==> src/sv/lgge_pkg.sv <==
// Shared types and constants for the toroidal life grid engine.
// No dependencies; imported by every module of the block.
package lgge_pkg;

   localparam int LGGE_MAX_COLS = 64;
   localparam int LGGE_MAX_ROWS = 64;

   localparam int OP_W       = 2;
   localparam int ROW_IDX_W  = 6;
   localparam int ROW_BITS_W = 64;
   localparam int CSR_IDX_W  = 1;
   localparam int CSR_DATA_W = 7;

   localparam logic [OP_W-1:0] OP_WRITE = 2'd0;
   localparam logic [OP_W-1:0] OP_READ  = 2'd1;
   localparam logic [OP_W-1:0] OP_STEP  = 2'd2;

   localparam logic [CSR_IDX_W-1:0] CSR_COLS = 1'b0;
   localparam logic [CSR_IDX_W-1:0] CSR_ROWS = 1'b1;

   localparam logic [CSR_DATA_W-1:0] COLS_RESET = 7'd45;
   localparam logic [CSR_DATA_W-1:0] ROWS_RESET = 7'd45;

   localparam int DIM_MIN = 3;

   localparam logic [3:0] BIRTH_COUNT   = 4'd3;
   localparam logic [3:0] SURVIVE_COUNT = 4'd2;

   typedef struct packed {
      logic rd_en;
      logic user_rd;
      logic user_wr;
      logic step_wr;
      logic shift_en;
      logic shift_save;
      logic save_row0;
      logic res_clr;
      logic res_load;
      logic rsp_load;
   } lgge_cmd_type;

endpackage

==> src/sv/lgge_ctrl.sv <==
// Controller: request decode, generation sweep sequencer and response valid.
// Uses lgge_pkg; issues lgge_cmd_type commands to lgge_dp.
module lgge_ctrl
   import lgge_pkg::*;
#(
   parameter int MAX_ROWS = LGGE_MAX_ROWS
) (
   input  logic                          clock,
   input  logic                          reset,
   input  logic                          req_valid,
   output logic                          req_ready,
   input  logic [OP_W-1:0]               req_op,
   output logic                          rsp_valid,
   input  logic                          rsp_ready,
   input  logic [$clog2(MAX_ROWS+1)-1:0] rows_act,
   output lgge_cmd_type                  cmd,
   output logic [$clog2(MAX_ROWS)-1:0]   step_rd_addr,
   output logic [$clog2(MAX_ROWS)-1:0]   step_wr_addr
);

   localparam int AW   = $clog2(MAX_ROWS);
   localparam int CNTW = $clog2(MAX_ROWS + 4);

   localparam logic [1:0] S_IDLE = 2'd0;
   localparam logic [1:0] S_READ = 2'd1;
   localparam logic [1:0] S_STEP = 2'd2;
   localparam logic [1:0] S_DONE = 2'd3;

   logic [1:0]      state_ff;
   logic [1:0]      state_in;
   logic [CNTW-1:0] cnt_ff;
   logic [CNTW-1:0] cnt_in;
   logic [CNTW-1:0] r_ext;
   logic            rsp_valid_ff;

   assign r_ext     = CNTW'(rows_act);
   assign req_ready = (state_ff == S_IDLE);
   assign rsp_valid = rsp_valid_ff;

   always_comb begin
      cmd          = '0;
      state_in     = state_ff;
      cnt_in       = cnt_ff;
      step_rd_addr = '0;
      step_wr_addr = '0;
      case (state_ff)
         S_IDLE: begin
            if (req_valid) begin
               case (req_op)
                  OP_WRITE: begin
                     cmd.user_wr = 1'b1;
                     cmd.res_clr = 1'b1;
                     state_in    = S_DONE;
                  end
                  OP_READ: begin
                     cmd.rd_en   = 1'b1;
                     cmd.user_rd = 1'b1;
                     state_in    = S_READ;
                  end
                  OP_STEP: begin
                     cnt_in   = '0;
                     state_in = S_STEP;
                  end
                  default: begin
                     cmd.res_clr = 1'b1;
                     state_in    = S_DONE;
                  end
               endcase
            end
         end
         S_READ: begin
            cmd.res_load = 1'b1;
            state_in     = S_DONE;
         end
         S_STEP: begin
            cmd.rd_en      = (cnt_ff <= r_ext);
            step_rd_addr   = (cnt_ff == '0) ? AW'(r_ext - CNTW'(1)) : AW'(cnt_ff - CNTW'(1));
            cmd.shift_en   = (cnt_ff >= CNTW'(1)) && (cnt_ff <= r_ext + CNTW'(2));
            cmd.shift_save = (cnt_ff == r_ext + CNTW'(2));
            cmd.save_row0  = (cnt_ff == CNTW'(2));
            cmd.step_wr    = (cnt_ff >= CNTW'(4));
            step_wr_addr   = AW'(cnt_ff - CNTW'(4));
            cnt_in         = cnt_ff + CNTW'(1);
            if (cnt_ff == r_ext + CNTW'(3)) begin
               cmd.res_clr = 1'b1;
               state_in    = S_DONE;
            end
         end
         S_DONE: begin
            if (!rsp_valid_ff || rsp_ready) begin
               cmd.rsp_load = 1'b1;
               state_in     = S_IDLE;
            end
         end
         default: begin
            state_in = S_IDLE;
         end
      endcase
   end

   always_ff @(posedge clock) begin
      if (reset) begin
         state_ff     <= S_IDLE;
         cnt_ff       <= '0;
         rsp_valid_ff <= 1'b0;
      end else begin
         state_ff <= state_in;
         cnt_ff   <= cnt_in;
         if (cmd.rsp_load) begin
            rsp_valid_ff <= 1'b1;
         end else if (rsp_ready) begin
            rsp_valid_ff <= 1'b0;
         end
      end
   end

`ifndef SYNTHESIS
   assert property (@(posedge clock) disable iff (reset)
      (cmd.step_wr && cmd.rd_en) |-> (step_wr_addr != step_rd_addr))
      else $error("sweep writes the row it is reading");

   assert property (@(posedge clock) disable iff (reset)
      (cmd.rsp_load && rsp_valid_ff) |-> rsp_ready)
      else $error("response overwritten before it was taken");

   assert property (@(posedge clock) disable iff (reset)
      (state_ff == S_STEP) |-> (cnt_ff <= r_ext + CNTW'(3)))
      else $error("sweep counter ran past the last row");

   assert property (@(posedge clock) disable iff (reset)
      cmd.step_wr |-> $past(cmd.shift_en))
      else $error("row written before the window was filled");
`endif

endmodule

==> config.mk <==
export PLATFORM = sky130hd
export DESIGN_NAME = lgge_ctrl
export DESIGN_NICKNAME = d
export VERILOG_FILES = /design/src/sv/lgge_pkg.sv /design/src/sv/lgge_ctrl.sv
export SDC_FILE = /design/constraint.sdc
export NUM_CORES = 1
export LEC_CHECK = 0
export BUFFER_PORTS_ARGS = -buffer_cell sky130_fd_sc_hd__buf_4
export CAP_MARGIN = 20
export CORE_MARGIN = 2
export CORE_UTILIZATION = 55
export DETAILED_ROUTE_END_ITERATION = 8
export PLACE_DENSITY = 0.81
export SLEW_MARGIN = 20
export SYNTH_ARGS = -nofsm -noshare
export SYNTH_HDL_FRONTEND = slang
export SYNTH_SLANG_ARGS = --single-unit
export TNS_END_PERCENT = 20
==> constraint.sdc <==
create_clock -name clock -period 2.3 [get_ports clock]
set_clock_uncertainty 0.1 [all_clocks]
set_input_delay 0.115 -clock clock [delete_from_list [all_inputs] [get_ports clock]]
set_output_delay 0.115 -clock clock [all_outputs]
set_load 0.1 [all_outputs]
==> results.yml, run 1 <==
floorplan:
  core_mm2: 0.00300
  die_h_um: 59.8
  die_area_mm2: 0.00358
  ios: 37
  row_count: 20
  start_util_pct: 57.1
  die_w_um: 59.8
power_and_ir_drop:
  p_per_area_mw_per_mm2: 867
  vdd_drop_max_uv: 886
  leakagePower_nw: 1.10
hold_path:
  hp-class: "primary input to register"
clock_network:
  clk_latency_ns: 0.28
  path_clk_slew_ns: 0.08
  clock_path_buffers: 2
  cts_buffers: 3
  cts_tree: "yes"
  root_buffer: "clkbuf_4"
  cts.sinks: 10
  cts_max_level: 1
synth:
  synth_edf_count: 0
  synth_cell_types: 43
  synth_seq_area_share_pct: 11.7
  ys_seq_elements: 10
  syn_inst: 230
  syn_area_mm2: 0.00171
  yosys_warnings: 0
  syn_area_per_cell_um2: 7.45
  synth_fp_nets: 275
  async_flop_share_pct: 0
  yosys_most_used_dff: "dfxtp_1"
final_layout:
  syn_to_final_growth_pct: 41.1
  nets: 325
  final_common_cell: "buf_4"
  layout_common_cells: "buf_4 (47), ha_1 (29), inv_1 (17), xnor2_1 (16), nand2_1 (15)"
  diodes: 0
  fin_area_mm2: 0.00242
  drive_gt1_share_pct: 34.4
worst_setup_path:
  r2r_slack_ns: 0.16
  slowest_delay_ns: 0.48
  critPathRequiredTime_ns: 2.09
  path_cells: "inv_6 -> ha_4 -> or4b_4 -> nor4b_4 -> o21ai_1 -> xnor2_1 -> nor2_4 -> buf_12"
  arrival_ns: 2.12
  slowest_stage: "or4b_4"
  end_kind: "primary output"
  worstPathMaxFanout: 2
  crit_type: "register to primary output"
  start_kind: "register"
detailed_routing:
  drcViolationCount: 0
  firstDrtPassIters: 4
  ant_nets: 0
  first_iter_violations: 91
  wl_per_cell_um: 15.9
  via_per_inst: 5.88
  postRouteWirelength_um: 4970
  num_vias: 1833
sta:
  slew_headroom_pct: 69.5
  finalHoldViolations: 0
  worst-slew-pin-transition_ns: 0.446
  fmax_mhz: 428
  drv_slew: 0
  rsz0062_at_grt: "true"
  setup_violations: 1
  fin_crit_sh_pct: 101
  setup_slack_ns: -0.0342
  period_minus_slack_ns: 2.33
run_status:
  status: "finished with violations"
  violations: "negative setup slack"
place:
  pre_cts_ws_ns: 0.0881
  gp_congestion: 0.895
  io_buffers: 36
  post_dp_cell_area_mm2: 0.00225
  dp.final_hpwl_um: 3670
global_route:
  track_usage_pct: 27.9
  grt_pass1_vias: 1691
  antenna_found_initial: 0
  grt_pass1_wl_um: 7630
  grt_overflow_total: 0
  grt_max_degree: 14
flow_run:
  cap_violations: 0
==> cell usage after synthesis, types with 2 or more instances <==
| cell | number | area, um2 |
|---|---|---|
| a21o_1 | 4 | 30.0 |
| o211ai_1 | 6 | 45.0 |
| xor2_1 | 3 | 26.3 |
| nor4b_1 | 2 | 17.5 |
| clkbuf_1 | 6 | 22.5 |
| nor2_1 | 24 | 90.1 |
| nand2b_1 | 2 | 12.5 |
| ha_1 | 32 | 400 |
| a311o_1 | 2 | 20.0 |
| nand3_1 | 9 | 45.0 |
| nor3_1 | 10 | 50.1 |
| a211oi_1 | 4 | 30.0 |
| and3_1 | 3 | 18.8 |
| a2111oi_0 | 2 | 17.5 |
| dfxtp_1 | 10 | 200 |
| a21oi_1 | 16 | 80.1 |
| inv_1 | 19 | 71.3 |
| nand2_1 | 15 | 56.3 |
| o21a_1 | 2 | 15.0 |
| mux2i_1 | 3 | 30.0 |
| nand4_1 | 2 | 12.5 |
| o21ai_0 | 10 | 50.1 |
| xnor2_1 | 16 | 140 |
| or4_1 | 2 | 15.0 |
| nor2b_1 | 4 | 25.0 |
| buf_2 | 4 | 20.0 |
| or3_1 | 2 | 12.5 |
==> timing repair <==
item / in CTS / in global routing
gates cloned: 0 / 0
hold endpoints to repair: 3 / 0
hold buffers: 1 / 0
setup buffers: 3 / 1
resized for setup: 11 / 12
pin swaps: 5 / 3
setup endpoints to repair: 4 / 8
==> cells by family after synthesis <==
| group | share of synthesized area [%] |
|---|---|
| buffers and inverters | 6.64 |
| AOI/OAI and AO/OA | 21.5 |
| and+or+nand+nor | 24.7 |
| muxes | 2.41 |
| DFF | 11.7 |
| adders and majority gates | 23.4 |
| xor gates and xnor gates | 9.71 |
==> sequential cells by signal, indices dropped and copies added, names as in the netlist <==
signal	cells
rsp_valid	1
state_ff	2
cnt_ff	7
==> where the power goes <==
part           switching (mW)  leakage [nW]  internal [mW]  total (mW)
clock network          0.0753        0.0210         0.0964       0.172
logic                    1.23         0.999          0.488        1.72
registers              0.0143        0.0835          0.193       0.207
==> stage by stage <==
step           hold WS [ns]  setup TNS, ns  util (%)  cells  power (mW)
2_1_floorplan         0.217          -1.54         -    230        1.52
3_3_place_gp          0.263              0      74.9    303        1.82
3_5_place_dp          0.267              0      74.9    303        1.83
4_1_cts              0.0319        -0.0499      78.7    311        2.05
5_1_grt              0.0543         -0.323      80.5    312        2.18
6_report             0.0244        -0.0342      80.5    312        2.10
==> layer usage <==
layer / global-route usage [%] / wire (um) / vias to the layer above
met3: 5.19 / 258 / 7
met5: 0 / 0 / -
met2: 46.7 / 2400 / 41
met4: 6.35 / 48 / 0
li1: - / - / 922
met1: 36.8 / 2260 / 863
==> critical path, delay by kind of cell, from the launching register on <==
family / cells / cell delay, ns
compound gates: 1 / 0.10
xor+xnor: 1 / 0.27
fa+ha+maj: 1 / 0.12
buf+inv: 2 / 0.23
flops: 1 / 0.35
simple gates: 3 / 0.77
==> layout make-up <==
type | count | area [um2]
Clock buffer | 4 | 36.3
Tap cell | 33 | 41.3
Multi-Input combinational cell | 191 | 1560
Sequential cell | 10 | 208
Fill cell | 212 | 584
Timing Repair Buffer | 55 | 489
Inverter | 19 | 81.3
==> final timing paths <==
kind | start | endpoint | cells after the start
setup / recovery | cnt_ff[2] | step_rd_addr[4] | 8
hold / removal | rsp_ready | rsp_valid | 4
setup reg to reg | cnt_ff[4] | state_ff[1] | 6
hold reg to reg | cnt_ff[1] | cnt_ff[1] | 3
No activity file was read; power rests on OpenSTA's default activity.
==> inputs of run 2 (changes only) <==
- ABC_AREA: not set -> 1
==> run 2 against run 1 <==
  * The run now ends clean
  * Sequential share of layout area up 0.22 points
  * Critical path depth is 1 higher
  * Routed wire length decreased by 10%
  * Global-route usage is 1.1 points lower
  * Synthesized cell count up 17%
  * Critical endpoint is now cmd[2]
==> results.yml, run 2 <==
run_status:
  status: "completed"
final_layout:
  syn_to_final_growth_pct: 36.8
  nets: 370
  final_common_cell: "nand2_1"
  layout_common_cells: "nand2_1 (75), buf_4 (46), inv_1 (36), ha_1 (28)"
  max_flop_register: "cnt_ff"
  drive_gt1_share_pct: 29.0
  fillerInstances: 229
  largest_register_ffs: 7
  diodes: 0
  fin_cells: 357
worst_setup_path:
  start_kind: "register"
  end_kind: "primary output"
  crit_type: "register to primary output"
  arrival_ns: 2.03
  critPathRequiredTime_ns: 2.09
  reg2reg_depth: 11
  worstPathMaxFanout: 6
  r2r_end: "state_ff[1]"
  r2r_slack_ns: 0.36
  r2r_start: "cnt_ff[0]"
global_route:
  grt_pass1_vias: 1687
  antenna_found_initial: 0
  use_met1_pct: 33.8
  use_met3_pct: 3.49
  track_usage_pct: 26.8
  grt.met2_usage_pct: 47.0
  grt_pass1_wl_um: 7250
  grt_max_degree: 10
  grt_overflow_total: 0
  top_usage_layer: "met2"
clock_network:
  clk_latency_ns: 0.27
  cts.sinks: 10
  root_buffer: "clkbuf_4"
  clock_path_buffers: 2
  cts_tree: "yes"
  path_clk_slew_ns: 0.07
  cts_max_level: 1
  cts_buffers: 3
sta:
  setup_slack_ns: 0.0541
  drv_slew: 0
  worst-slew-pin-transition_ns: 0.360
  setup_tns_ns: 0
  setup_violations: 0
  period_minus_slack_ns: 2.25
  finalHoldViolations: 0
  holdWs_ns: 0.0256
  fmax_mhz: 445
  slew_headroom_pct: 75.8
  rsz0062_at_grt: "true"
  fin_crit_sh_pct: 97.6
floorplan:
  row_count: 20
  die_h_um: 59.1
  die_area_mm2: 0.00350
  die_w_um: 59.1
  ios: 37
  core_mm2: 0.00298
  start_util_pct: 56.1
hold_path:
  hp-class: "primary input to register"
  hold_depth: 4
  worstHoldStart: "rsp_ready"
  hold-path-endpoint: "rsp_valid"
synth:
  synth_top_cell_area_share_pct: 24.0
  async_flop_share_pct: 0
  syn_inst: 270
  syn_area_mm2: 0.00167
  ys_seq_elements: 10
  yosys_most_used_dff: "dfxtp_1"
  synth_edf_count: 0
  yosys_warnings: 0
  synth_seq_area_share_pct: 12.0
  synth_fp_nets: 315
  synth_cell_types: 29
  synth_area_leaders: "ha_1 (24%), nand2_1 (17%), dfxtp_1 (12%)"
  yosysMostFrequentCell: "nand2_1"
  syn_area_per_cell_um2: 6.19
  yosysTopAreaCell: "ha_1"
  synth_common_cells: "nand2_1 (76), inv_1 (40), ha_1 (32)"
place:
  io_buffers: 36
  dp.cells: 349
  pre_cts_ws_ns: 0.105
  dp.final_hpwl_um: 3420
  gp_congestion: 0.926
detailed_routing:
  num_vias: 1889
  ant_nets: 0
  first_iter_violations: 85
  drcViolationCount: 0
  wl_per_cell_um: 12.5
  postRouteWirelength_um: 4450
  firstDrtPassIters: 4
  via_per_inst: 5.29
power_and_ir_drop:
  p_total_mw: 2.58
  leakagePower_nw: 1.25
  p_per_area_mw_per_mm2: 1130
  vdd_drop_max_uv: 1400
flow_run:
  cap_violations: 0
run 2: cell count changes in the layout (fill, tap and decap cells not counted), moves of 4 or more:
cell      before  now
nand2_1       15   75
inv_1         17   36
xnor2_1       16    1
inv_2          0    9
nor2_1        11   20
a21oi_1       14   20
nor2_2         9    4
o211ai_1       6    1
a21o_1         4    0
run 2: worst max-delay path by stage:
stage | from | to | slack (ns) | cells after the start
6_report | cnt_ff[0] | cmd[2] | 0.05 | 9
5_1_grt | cnt_ff[0] | step_rd_addr[5] | -0.05 | 11
4_1_cts | cnt_ff[0] | cmd[2] | 0.007 | 9
3_5_place_dp | cnt_ff[0] | step_rd_addr[4] | 0.10 | 12
3_3_place_gp | cnt_ff[0] | step_rd_addr[4] | 0.18 | 12
2_1_floorplan | cnt_ff[2] | step_rd_addr[4] | -0.40 | 10
run 2: layout make-up:
cell class / instances / area, um2 / share of cell area [%]
clock buffers: 4 / 36.3 / 1.59
inverters: 45 / 169 / 7.39
multi-input cells: 213 / 1390 / 60.9
flip-flops and latches: 10 / 201 / 8.81
well taps: 33 / 41.3 / 1.81
repair buffers: 52 / 447 / 19.5
run 2: where the power goes:
group / switching, mW / total [mW] / internal [mW]
sequential: 0.0303 / 0.236 / 0.206
clock: 0.0694 / 0.166 / 0.0963
combinational: 1.58 / 2.18 / 0.606
total: 1.68 / 2.58 / 0.908
run 2: cells by family after synthesis:
group,count (synthesis),share of synthesized area (%)
fa+ha+maj,32,24.0
compound gates,46,15.9
xor+xnor,5,2.62
simple gates,129,33.7
buf+inv,48,11.9
flops,10,12.0
run 2: per-layer routing:
metal	routed length, um	share of wire, %
met2	2150	48
met5	0	0
met3	238	5.3
met4	55	1.2
met1	2010	45
run 2: worst max-delay path: stages, from the launching register on:
cell and delay [ns]:
dfxtp_2 0.37, inv_2 0.07, buf_4 0.16, ha_1 0.32, nor2_1 0.12, nand2_1 0.06
nor2_1 0.08, nand3_1 0.19, o22ai_4 0.18, buf_12 0.20
run 2: through the flow:
step	instance area (um2)	util, %
after detailed placement	2100	70.4
final	2290	76.8
after floorplan	1720	-
after CTS	2190	73.6
after global routing	2290	76.8
after global placement	2100	70.4
run 2: timing repair:
action                     CTS  global route
gates cloned                 1             0
setup buffers                2             0
pin swaps                    2             2
gates resized for setup      7            25
hold buffers                 1             0
hold endpoints to repair     3             0
setup endpoints to repair    7             8
